### src/hw/rtl/uvsig_pkg.sv
package uvsig_pkg;

    localparam int MAX_DIVISIONS = 256;
    localparam int DIV_W         = 9;
    localparam int CNT_W         = 8;
    localparam int IDX_W         = 16;

    // configuration register indexes
    localparam logic CFG_VDIV = 1'b0;
    localparam logic CFG_HDIV = 1'b1;

    // sequence sections
    localparam logic [1:0] PH_BAND = 2'd0;
    localparam logic [1:0] PH_CAP  = 2'd1;
    localparam logic [1:0] PH_WRAP = 2'd2;

    localparam logic [DIV_W-1:0] DIV_MIN = DIV_W'(3);
    localparam logic [DIV_W-1:0] DIV_MAX = DIV_W'(MAX_DIVISIONS);

    // one triangle to be formed
    typedef struct packed {
        logic [1:0]       phase;
        logic             half;
        logic [CNT_W-1:0] band;
        logic [CNT_W-1:0] col;
        logic [CNT_W-1:0] col1;
        logic             last;
    } tri_desc_t;

    function automatic logic [DIV_W-1:0] clamp_div(input logic [DIV_W-1:0] v);
        logic [DIV_W-1:0] r;
        begin
            if (v < DIV_MIN)
            begin
                r = DIV_MIN;
            end
            else if (v > DIV_MAX)
            begin
                r = DIV_MAX;
            end
            else
            begin
                r = v;
            end
            return r;
        end
    endfunction

endpackage

### src/hw/rtl/uvsig_seq.sv
module uvsig_seq (
    input  logic                          clk,
    input  logic                          rst_n,
    input  logic                          in_valid,
    output logic                          in_ready,
    input  logic                          restart,
    input  logic [uvsig_pkg::DIV_W-1:0]   vdiv,
    input  logic [uvsig_pkg::DIV_W-1:0]   hdiv,
    output logic                          desc_valid,
    output uvsig_pkg::tri_desc_t          desc,
    input  logic                          desc_ready
);
    import uvsig_pkg::*;

    logic [CNT_W-1:0] band_reg, band_next;
    logic [CNT_W-1:0] col_reg, col_next;
    logic [1:0]       phase_reg, phase_next;
    logic             half_reg, half_next;
    logic             dvalid_reg;
    tri_desc_t        desc_reg, desc_next;

    logic [CNT_W-1:0] band_cur, col_cur, col1;
    logic [1:0]       phase_cur;
    logic             half_cur;
    logic             col_wrap, cap_end, band_end, accept;

    assign in_ready   = !dvalid_reg || desc_ready;
    assign accept     = in_valid && in_ready;
    assign desc_valid = dvalid_reg;
    assign desc       = desc_reg;

    always_comb
    begin
        // restart behaves as a cleared sequence for this request
        band_cur  = restart ? '0 : band_reg;
        col_cur   = restart ? '0 : col_reg;
        phase_cur = restart ? PH_BAND : phase_reg;
        half_cur  = restart ? 1'b0 : half_reg;

        col_wrap = {1'b0, col_cur} >= (hdiv - DIV_W'(1));
        cap_end  = {1'b0, col_cur} >= (hdiv - DIV_W'(2));
        band_end = {1'b0, band_cur} >= (vdiv - DIV_W'(3));
        col1     = col_wrap ? '0 : col_cur + CNT_W'(1);

        band_next  = band_cur;
        col_next   = col_cur;
        phase_next = phase_cur;
        half_next  = !half_cur;

        desc_next.phase = phase_cur;
        desc_next.half  = half_cur;
        desc_next.band  = band_cur;
        desc_next.col   = col_cur;
        desc_next.col1  = col1;
        desc_next.last  = 1'b0;

        case (phase_cur)
            PH_BAND:
            begin
                if (half_cur)
                begin
                    if (col_wrap)
                    begin
                        col_next = '0;
                        if (band_end)
                        begin
                            band_next  = '0;
                            phase_next = PH_CAP;
                        end
                        else
                        begin
                            band_next = band_cur + CNT_W'(1);
                        end
                    end
                    else
                    begin
                        col_next = col1;
                    end
                end
            end
            PH_CAP:
            begin
                if (half_cur)
                begin
                    if (cap_end)
                    begin
                        col_next   = '0;
                        phase_next = PH_WRAP;
                    end
                    else
                    begin
                        col_next = col_cur + CNT_W'(1);
                    end
                end
            end
            default:
            begin
                if (half_cur)
                begin
                    desc_next.last = 1'b1;
                    band_next      = '0;
                    col_next       = '0;
                    phase_next     = PH_BAND;
                    half_next      = 1'b0;
                end
            end
        endcase
    end

    always_ff @(posedge clk or negedge rst_n)
    begin
        if (!rst_n)
        begin
            band_reg   <= '0;
            col_reg    <= '0;
            phase_reg  <= PH_BAND;
            half_reg   <= 1'b0;
            dvalid_reg <= 1'b0;
        end
        else
        begin
            if (accept)
            begin
                band_reg   <= band_next;
                col_reg    <= col_next;
                phase_reg  <= phase_next;
                half_reg   <= half_next;
                dvalid_reg <= 1'b1;
            end
            else if (desc_ready)
            begin
                dvalid_reg <= 1'b0;
            end
        end
    end

    always_ff @(posedge clk)
    begin
        if (accept)
        begin
            desc_reg <= desc_next;
        end
    end

endmodule

### src/hw/rtl/uvsig_calc.sv
module uvsig_calc (
    input  logic                          clk,
    input  logic                          rst_n,
    input  logic [uvsig_pkg::DIV_W-1:0]   vdiv,
    input  logic [uvsig_pkg::DIV_W-1:0]   hdiv,
    input  logic                          desc_valid,
    input  uvsig_pkg::tri_desc_t          desc,
    output logic                          desc_ready,
    output logic                          out_valid,
    input  logic                          out_ready,
    output logic [uvsig_pkg::IDX_W-1:0]   first_index,
    output logic [uvsig_pkg::IDX_W-1:0]   second_index,
    output logic [uvsig_pkg::IDX_W-1:0]   third_index,
    output logic                          last_triangle
);
    import uvsig_pkg::*;

    logic [2*DIV_W-1:0]       north_prod, sring_prod;
    logic [CNT_W+DIV_W-1:0]   ring_prod;
    logic [IDX_W-1:0]         north_reg, sring_reg;
    logic [IDX_W-1:0]         ring_base_reg;
    tri_desc_t                bdesc_reg;
    logic                     bvalid_reg, ovalid_reg;
    logic                     adv_b, adv_c;

    logic [IDX_W-1:0] h16, c16, c1_16, r1, south;
    logic [IDX_W-1:0] a_next, b_next, d_next;
    logic [IDX_W-1:0] a_reg, b_reg, d_reg;
    logic             last_reg;

    assign adv_c      = !ovalid_reg || out_ready;
    assign adv_b      = !bvalid_reg || adv_c;
    assign desc_ready = adv_b;

    // pole and south ring bases follow the configuration
    assign north_prod = {{DIV_W{1'b0}}, vdiv - DIV_W'(1)} * {{DIV_W{1'b0}}, hdiv};
    assign sring_prod = {{DIV_W{1'b0}}, vdiv - DIV_W'(2)} * {{DIV_W{1'b0}}, hdiv};
    assign ring_prod  = {{DIV_W{1'b0}}, desc.band} * {{CNT_W{1'b0}}, hdiv};

    always_ff @(posedge clk)
    begin
        north_reg <= north_prod[IDX_W-1:0];
        sring_reg <= sring_prod[IDX_W-1:0];
    end

    always_comb
    begin
        h16    = {{(IDX_W-DIV_W){1'b0}}, hdiv};
        c16    = {{(IDX_W-CNT_W){1'b0}}, bdesc_reg.col};
        c1_16  = {{(IDX_W-CNT_W){1'b0}}, bdesc_reg.col1};
        r1     = ring_base_reg + h16;
        south  = north_reg + IDX_W'(1);
        a_next = '0;
        b_next = '0;
        d_next = '0;
        case (bdesc_reg.phase)
            PH_BAND:
            begin
                if (!bdesc_reg.half)
                begin
                    a_next = ring_base_reg + c16;
                    b_next = r1 + c16;
                    d_next = ring_base_reg + c1_16;
                end
                else
                begin
                    a_next = ring_base_reg + c1_16;
                    b_next = r1 + c16;
                    d_next = r1 + c1_16;
                end
            end
            PH_CAP:
            begin
                if (!bdesc_reg.half)
                begin
                    a_next = north_reg;
                    b_next = c16;
                    d_next = c1_16;
                end
                else
                begin
                    a_next = sring_reg + c1_16;
                    b_next = sring_reg + c16;
                    d_next = south;
                end
            end
            default:
            begin
                if (!bdesc_reg.half)
                begin
                    a_next = north_reg;
                    b_next = h16 - IDX_W'(1);
                    d_next = '0;
                end
                else
                begin
                    a_next = sring_reg;
                    b_next = sring_reg + h16 - IDX_W'(1);
                    d_next = south;
                end
            end
        endcase
    end

    always_ff @(posedge clk or negedge rst_n)
    begin
        if (!rst_n)
        begin
            bvalid_reg <= 1'b0;
            ovalid_reg <= 1'b0;
        end
        else
        begin
            if (adv_b)
            begin
                bvalid_reg <= desc_valid;
            end
            if (adv_c)
            begin
                ovalid_reg <= bvalid_reg;
            end
        end
    end

    always_ff @(posedge clk)
    begin
        if (adv_b && desc_valid)
        begin
            bdesc_reg     <= desc;
            ring_base_reg <= ring_prod[IDX_W-1:0];
        end
        if (adv_c && bvalid_reg)
        begin
            a_reg    <= a_next;
            b_reg    <= b_next;
            d_reg    <= d_next;
            last_reg <= bdesc_reg.last;
        end
    end

    assign out_valid     = ovalid_reg;
    assign first_index   = a_reg;
    assign second_index  = b_reg;
    assign third_index   = d_reg;
    assign last_triangle = last_reg;

endmodule

### src/hw/rtl/uv_sphere_index_generator.sv
// UV sphere triangle index generator.
// An accepted request's triangle passes the descriptor, ring-base and output registers.
// Throughput: one triangle per cycle; the only limit is out_ready back-pressure.
// Reset (rst_n, async active low): sequence restarts at the first band
// triangle, pipeline empties, both division registers return to 3.
module uv_sphere_index_generator (
    input  logic                          clk,
    input  logic                          rst_n,
    // configuration write port
    input  logic                          cfg_write,
    input  logic                          cfg_index,
    input  logic [uvsig_pkg::DIV_W-1:0]   cfg_data,
    // request channel
    input  logic                          in_valid,
    output logic                          in_ready,
    input  logic                          restart,
    // triangle channel
    output logic                          out_valid,
    input  logic                          out_ready,
    output logic [uvsig_pkg::IDX_W-1:0]   first_index,
    output logic [uvsig_pkg::IDX_W-1:0]   second_index,
    output logic [uvsig_pkg::IDX_W-1:0]   third_index,
    output logic                          last_triangle
);
    import uvsig_pkg::*;

    // Division registers, held raw and clamped to 3..MAX_DIVISIONS on use.
    logic [DIV_W-1:0] vdiv_reg, hdiv_reg;
    logic [DIV_W-1:0] vdiv_c, hdiv_c;

    // Sequencer to index datapath hand-off.
    logic      desc_valid, desc_ready;
    tri_desc_t desc;

    always_ff @(posedge clk or negedge rst_n)
    begin
        if (!rst_n)
        begin
            vdiv_reg <= DIV_MIN;
            hdiv_reg <= DIV_MIN;
        end
        else if (cfg_write)
        begin
            case (cfg_index)
                CFG_VDIV: vdiv_reg <= cfg_data;
                CFG_HDIV: hdiv_reg <= cfg_data;
                default:  vdiv_reg <= vdiv_reg;
            endcase
        end
    end

    assign vdiv_c = clamp_div(vdiv_reg);
    assign hdiv_c = clamp_div(hdiv_reg);

    // Stage 1: band/column/section counters walk the mesh, one triangle
    // per accepted request, and register a triangle descriptor.
    uvsig_seq u_seq (
        .clk        (clk),
        .rst_n      (rst_n),
        .in_valid   (in_valid),
        .in_ready   (in_ready),
        .restart    (restart),
        .vdiv       (vdiv_c),
        .hdiv       (hdiv_c),
        .desc_valid (desc_valid),
        .desc       (desc),
        .desc_ready (desc_ready)
    );

    // Stage 2: ring base = band * columns (one 8x9 multiply, registered).
    // Stage 3: ring/pole offsets added and selected into the output register.
    uvsig_calc u_calc (
        .clk           (clk),
        .rst_n         (rst_n),
        .vdiv          (vdiv_c),
        .hdiv          (hdiv_c),
        .desc_valid    (desc_valid),
        .desc          (desc),
        .desc_ready    (desc_ready),
        .out_valid     (out_valid),
        .out_ready     (out_ready),
        .first_index   (first_index),
        .second_index  (second_index),
        .third_index   (third_index),
        .last_triangle (last_triangle)
    );

endmodule

### config.mk
export PLATFORM = sky130hd
export DESIGN_NAME = uv_sphere_index_generator
export DESIGN_NICKNAME = d
export VERILOG_FILES = /design/src/hw/rtl/uvsig_pkg.sv /design/src/hw/rtl/uvsig_seq.sv /design/src/hw/rtl/uvsig_calc.sv /design/src/hw/rtl/uv_sphere_index_generator.sv
export SDC_FILE = /design/constraint.sdc
export NUM_CORES = 1
export LEC_CHECK = 0
export BUFFER_PORTS_ARGS = -buffer_cell sky130_fd_sc_hd__buf_2
export CAP_MARGIN = 25
export CORE_MARGIN = 2
export CORE_UTILIZATION = 27
export CTS_CLUSTER_DIAMETER = 100
export CTS_CLUSTER_SIZE = 25
export DETAILED_ROUTE_END_ITERATION = 8
export GPL_ROUTABILITY_DRIVEN = 1
export SYNTH_ARGS = -nofsm -noshare
export SYNTH_HDL_FRONTEND = slang
export SYNTH_SLANG_ARGS = --single-unit
### constraint.sdc
create_clock -name clk -period 12.9 [get_ports clk]
set_input_delay 0.645 -clock clk [delete_from_list [all_inputs] [get_ports clk]]
set_output_delay 0.645 -clock clk [all_outputs]
set_load 0.05 [all_outputs]
==> results of run 1 <==
-- worst max path at each step --
stage                start                    to  slack, ps  cells after the start
2_1_floorplan  vdiv_reg[6]  u_calc.north_reg[14]       6520                     28
3_3_place_gp   vdiv_reg[5]  u_calc.north_reg[14]       6010                     26
3_5_place_dp   vdiv_reg[6]  u_calc.north_reg[14]       5920                     26
4_1_cts        vdiv_reg[6]  u_calc.north_reg[14]       5890                     26
5_1_grt        vdiv_reg[5]  u_calc.north_reg[14]       5430                     26
6_report       vdiv_reg[5]  u_calc.north_reg[14]       5880                     26
-- synth_stat cells, types with 50 or more instances --
master | n | share of area (%)
inv_1 | 283 | 5.3
ha_1 | 215 | 13
nor2_1 | 201 | 3.8
nand2_1 | 192 | 3.6
fa_1 | 147 | 15
a21oi_1 | 134 | 3.4
xnor2_1 | 117 | 5.1
edfxtp_1 | 113 | 17
o21ai_0 | 108 | 2.7
clkbuf_1 | 61 | 1.1
and2_1 | 57 | 1.8
nor2b_1 | 50 | 1.6
-- layer usage --
layer	GRT usage [%]	up-vias	share of wire, %
met5	0	-	0.13
met4	4.78	14	2.0
met3	2.29	80	5.9
met2	25.1	481	46
met1	20.6	7719	46
li1	-	7675	-
-- power groups by stage --
stage / clock [mW] / sequential (mW) / combinational (mW)
CTS: 0.575 / 1.01 / 3.19
global placement: 0 / 1.02 / 3.13
detailed placement: 0 / 1.02 / 3.16
floorplan: 0 / 1.07 / 2.32
global route: 0.593 / 1.03 / 3.60
finish: 0.557 / 1.01 / 3.19
-- kinds of logic (layout without fill, tap and decap cells) --
| kind of cell | count (synthesis) | in the layout | synth area share (%) |
|---|---|---|---|
| AOI/OAI and AO/OA | 451 | 451 | 14.3 |
| other | 2 | 9 | 0.0376 |
| muxes | 25 | 25 | 1.50 |
| adders and majority gates | 362 | 362 | 28.2 |
| xor gates and xnor gates | 166 | 166 | 7.28 |
| and+or+nand+nor | 688 | 688 | 16.5 |
| DFF | 185 | 185 | 25.2 |
| buffers and inverters | 365 | 414 | 6.88 |
-- through the flow --
stage | instances | worst slack, ps | utilization [%] | instance area [µm²] | power (mW)
2_1_floorplan | 2249 | 6520 | - | 20000 | 3.39
3_3_place_gp | 3222 | 6010 | 29.3 | 21400 | 4.15
3_5_place_dp | 3222 | 5920 | 29.3 | 21400 | 4.18
4_1_cts | 3254 | 5890 | 30.2 | 22000 | 4.77
5_1_grt | 3257 | 5430 | 30.2 | 22100 | 5.23
6_report | 3259 | 5880 | 30.2 | 22100 | 4.76
-- layout make-up --
class                           instances  area [µm²]
Fill cell                            7719       51000
Multi-Input combinational cell       1699       13600
Sequential cell                       185        5040
Tap cell                              959        1200
Inverter                              288        1080
Timing Repair Buffer                   94         556
Clock buffer                           17         425
Clock inverter                         15         205
Antenna cell                            2        5.00
==> qor.yml, run 1 <==
clock_tree:
  cts_tree: "yes"
  clkTransAtPathRegs_ps: 80
  clock-sinks: 185
  cts_setup_buffers: 0
  clockBufferDepth: 2
  clk_latency_ps: 490
  cts_resized: 0
  cts_root_buf: "clkbuf_16"
  cts-buffers-inserted: 17
  htreeDepth: 4
  postCtsHoldBufs: 0
drt:
  drtIter0Drc: 1212
  wirelength_um: 56600
  routedWlPerCell_um: 17.4
  drtAntennaViolNets: 0
  drc: 16
  dr.pass1.iters: 9
  num_vias: 16000
  via_per_inst: 4.90
timing:
  fin_hold_ws_ps: 354
  worst_pin_slew_ps: 1020
  slew_headroom_pct: 32.0
  slew_viol_final: 0
  period_share_pct: 54.4
  hold_violations: 0
  skew_ps: 18.7
  rsz0062_at_grt: "no"
  clock.fmax_mhz: 143
  setup_viol: 0
  period_minus_slack_ps: 7020
  tns_ps: 0
logic_synthesis:
  postSynthCellCount: 2244
  synth_flop_cell: "edfxtp_1"
  syn_area_um2: 20000
  yosys_warnings: 0
  ys_seq_elements: 185
  ys_async_sr_fraction_pct: 21.6
  avgSynthCellArea_um2: 8.90
  netlist-cell-type-count: 89
  synth.yosys.seq_area_share_pct: 25.2
  synth_edf_count: 113
die:
  die-area_um2: 76100
  start_util_pct: 27.3
  core_um2: 73100
  die_y_um: 276
  rows: 99
  die_x_um: 276
  io_pins: 67
global_routing:
  overflow: 0
  grt_max_degree: 50
  grt_pass1_vias: 16000
  grt_pass1_wl_um: 89900
  grtUsageTotal_pct: 15.3
  antenna_found_initial: 10
critical_path:
  rr_endpoint: "u_calc.north_reg[14]"
  rrSetupSlack_ps: 5880
  critPathKind: "reg2reg"
  path_max_fanout: 15
  worstReg2RegStart: "vdiv_reg[5]"
  cp_slowest_cell: "or4_4"
  critPathLaunchType: "register"
  cp.arrival_ps: 7430
  critical_path.max_stage_delay_ps: 550
  ff2ff_path_depth: 26
  critPathRequiredTime_ps: 13320
  critPathBufInv: 4
  cp_top_family: "adder cells"
  end_kind: "register"
final_layout:
  mostFrequentLayoutCell: "inv_1"
  fin_nets: 2663
  largest_reg_flops: 28
  syn2layout_area_growth_pct: 10.6
  final_cell_mix: "283 x inv_1, 215 x ha_1, 200 x nor2_1, 192 x nand2_1, 147 x fa_1"
  drive_above_1_share_pct: 7.79
run_status:
  violations: "design-rule violations"
  outcome: "finished, violations left"
power_and_ir_drop:
  combPwrFrac_pct: 67.0
  switching_share_pct: 50.4
  irDropWorstVdd_mv: 0.103
  power.switching_mw: 2.40
  seq_power_share_pct: 21.3
  internal_power_mw: 2.36
  powerDensity_nw_per_um2: 215
  p_leak_nw: 9.80
  clock_power_share_pct: 11.7
min_path:
  hold_path.class: "in2reg"
  holdCritStartpoint: "in_valid"
  hold_depth: 2
  hold_end: "u_seq.desc_valid"
placed_design:
  hpwl_um: 44400
  numPortBuffers: 66
  place.gp.congestion: 0.916
job:
  maxCapViolCount: 0
Power figures use the tool's default switching activity.
==> run 2, diff against run 1 <==
--- a/config.mk
+++ b/config.mk
@@ -5,6 +5,7 @@
 export SDC_FILE = /design/constraint.sdc
 export NUM_CORES = 1
 export LEC_CHECK = 0
+export ABC_AREA = 1
 export BUFFER_PORTS_ARGS = -buffer_cell sky130_fd_sc_hd__buf_2
 export CAP_MARGIN = 25
 export CORE_MARGIN = 2
==> constraint.sdc (replaced) <==
create_clock -name clk -period 7.17 [get_ports clk]
set_input_delay 0.3585 -clock clk [delete_from_list [all_inputs] [get_ports clk]]
set_output_delay 0.3585 -clock clk [all_outputs]
set_load 0.05 [all_outputs]
==> qor.yml, run 2 <==
global_routing:
  grt_pass1_wl_um: 95900  # +6.7%
  overflow: 0  # unchanged
  grt_max_degree: 50  # unchanged
  grt_pass1_vias: 16800  # +5.3%
  grtUsageTotal_pct: 16.0  # +0.69 points
  antenna_found_initial: 0  # -10
logic_synthesis:
  avgSynthCellArea_um2: 7.74  # -13%
  synth_flop_cell: "edfxtp_1"
  yosys_warnings: 0  # unchanged
  yosys.area.top_type: "edfxtp_1"
  synth.most_common_cell: "nand2_1"
  netlist-cell-type-count: 70  # -21%
  synth_xor_xnor_area_share_pct: 5.00  # -2.3 points
  synth_top_area_share_pct: 16.5  # -0.46 points
  synth_compound_area_share_pct: 11.5  # -2.8 points
  synth_top_family_by_area: "adder cells"
  yosys.area_share.simple_pct: 20.6  # +4.0 points
  yosys.area_share.adder_pct: 27.5  # -0.76 points
  synthTopCellsByCount: "517 x nand2_1, 507 x inv_1, 260 x nor2_1, 215 x ha_1, 155 x a21oi_1"
  ys_async_sr_fraction_pct: 21.6  # unchanged
  synth.yosys.seq_area_share_pct: 24.6  # -0.68 points
  syn_area_um2: 20500  # +2.8%
  ys_seq_elements: 185  # unchanged
  synth_edf_count: 113  # unchanged
  synthMuxAreaShare_pct: 0  # -1.5 points
  postSynthCellCount: 2650  # +18%
  synth.area.top_cells: "edfxtp_1 17%, fa_1 14%, ha_1 13%, nand2_1 9.5%, inv_1 9.3%"
die:
  die-area_um2: 78200  # +2.7%
  io_pins: 67  # unchanged
  die_x_um: 280  # +1.3%
  core_um2: 75600  # +3.4%
  die_y_um: 280  # +1.3%
  start_util_pct: 27.1  # -0.17 points
  rows: 101  # +2.0%
final_layout:
  drive_above_1_share_pct: 7.17  # -0.62 points
  syn2layout_area_growth_pct: 10.3
  multiInputGateArea_um2: 13300  # -2.2%
  fin_nets: 3084  # +16%
  insertedDiodeCount: 0  # -2
  post-route-cell-area_um2: 22600  # +2.4%
  regArea_um2: 5040  # unchanged
  n_fill_cell: 8169  # +5.8%
  final_cell_mix: "517 x nand2_1, 507 x inv_1, 260 x nor2_1, 215 x ha_1, 154 x a21oi_1"
  mostFrequentLayoutCell: "nand2_1"
  largest_reg_flops: 28  # unchanged
placed_design:
  numPortBuffers: 66  # unchanged
  hpwl_um: 49700  # +12%
  place_area_um2: 22000  # +2.7%
  place.gp.congestion: 0.942  # +2.8%
timing:
  slew_viol_final: 0  # unchanged
  hold_violations: 0  # unchanged
  fin_hold_ws_ps: 147  # -207 ps
  rsz0062_at_grt: "no"
  worst_pin_slew_ps: 895  # -121 ps
  setup_viol: 0  # unchanged
  period_share_pct: 86.7  # +32 points
  tns_ps: 0  # unchanged
  slew_headroom_pct: 40.1  # +8.1 points
  period_minus_slack_ps: 6210  # -803 ps
  clock.fmax_mhz: 161  # +13%
  skew_ps: 25.3  # +6.64 ps
drt:
  via_per_inst: 4.79  # -2.3%
  num_vias: 17700  # +11%
  drc: 0  # -16
  wirelength_um: 62100  # +9.8%
  drtAntennaViolNets: 0  # unchanged
  dr.pass1.iters: 7  # -2
  drtIter0Drc: 1635  # +35%
  routedWlPerCell_um: 16.8  # -3.2%
min_path:
  hold_path.class: "in2reg"
  holdCritStartpoint: "cfg_data[5]"
clock_tree:
  htreeDepth: 4  # unchanged
  clockBufferDepth: 2  # unchanged
  cts_root_buf: "clkbuf_16"
  cts-buffers-inserted: 17  # unchanged
  cts_tree: "yes"
  cts_setup_buffers: 0  # unchanged
  cts_resized: 0  # unchanged
  clkTransAtPathRegs_ps: 100  # +20 ps
  postCtsHoldBufs: 0  # unchanged
  clock-sinks: 185  # unchanged
  clk_latency_ps: 490  # about the same
critical_path:
  worstReg2RegStart: "vdiv_reg[3]"
  rrSetupSlack_ps: 960  # -4930 ps
  cp.arrival_ps: 6580  # -850 ps
  end_kind: "register"
  setup.worst_path.start: "vdiv_reg[3]"
  critPathBufInv: 6  # +2
  ff2ff_path_depth: 28  # +7.7%
  rr_endpoint: "u_calc.sring_reg[15]"
  cp_slowest_cell: "xor2_1"
  critPathRequiredTime_ps: 7540  # -5780 ps
  crit_top_cell: "nand2_1"
  critPathLaunchType: "register"
  cp_top_family: "adder cells"
  cp.depth: 28  # +7.7%
  crit_end: "u_calc.sring_reg[15]"
  path_max_fanout: 8  # -7
  critPathKind: "reg2reg"
  critical_path.max_stage_delay_ps: 740  # +190 ps
run_status:
  outcome: "finished clean"
job:
  maxCapViolCount: 0  # unchanged
power_and_ir_drop:
  power_mw: 8.99  # +89%
  powerDensity_nw_per_um2: 397  # +84%
  irDropWorstVdd_mv: 0.156  # +51%
  p_leak_nw: 11.1  # +14%
## run 2: power by group
group	total [mW]	internal [mW]	switching (mW)
Sequential	1.92	1.57	0.344
Combinational	6.10	2.02	4.08
Clock	0.975	0.472	0.504
## run 2: cell families (layout without fill, tap and decap cells)
group,Yosys count,in the layout
buffers and inverters,578,642
and+or+nand+nor,1001,1001
other,2,7
adders and majority gates,362,362
DFF,185,185
xor gates and xnor gates,110,110
AOI/OAI and AO/OA,412,412
## run 2: layer usage
metal / GRT usage [%] / part of all wire [%] / wire (µm)
met1: 23.1 / 48 / 29800
met3: 2.98 / 7.5 / 4670
met4: 4.51 / 2.3 / 1440
met5: 0 / 0 / 0
met2: 24.1 / 42 / 26200
## run 2: area by class of cell
cell class / count / share of cell area (%)
Clock buffer: 17 / 1.88
Tap cell: 978 / 5.41
Multi-Input combinational cell: 1892 / 58.7
Clock inverter: 15 / 0.763
Inverter: 521 / 8.68
Timing Repair Buffer: 89 / 2.31
Sequential cell: 185 / 22.3
## run 2: worst min-delay path, cell delays in order
cell and delay (ps):
buf_2 100, inv_1 60, o21ai_0 80
## run 2: through the flow
| stage | worst slack, ps | util [%] | cells |
|---|---|---|---|
| 2_1_floorplan | 1360 | - | 2655 |
| 3_3_place_gp | 1070 | 29.1 | 3662 |
| 3_5_place_dp | 1030 | 29.1 | 3663 |
| 4_1_cts | 1010 | 29.9 | 3695 |
| 5_1_grt | 324 | 29.9 | 3697 |
| 6_report | 957 | 29.9 | 3697 |
## run 2: worst min-delay path by stage
stage | endpoint | cells past startpoint
2_1_floorplan | hdiv_reg[2] | 0
3_3_place_gp | u_calc.bdesc_reg[25] | 0
3_5_place_dp | u_calc.bdesc_reg[14] | 0
4_1_cts | vdiv_reg[8] | 1
5_1_grt | vdiv_reg[5] | 3
6_report | vdiv_reg[5] | 3
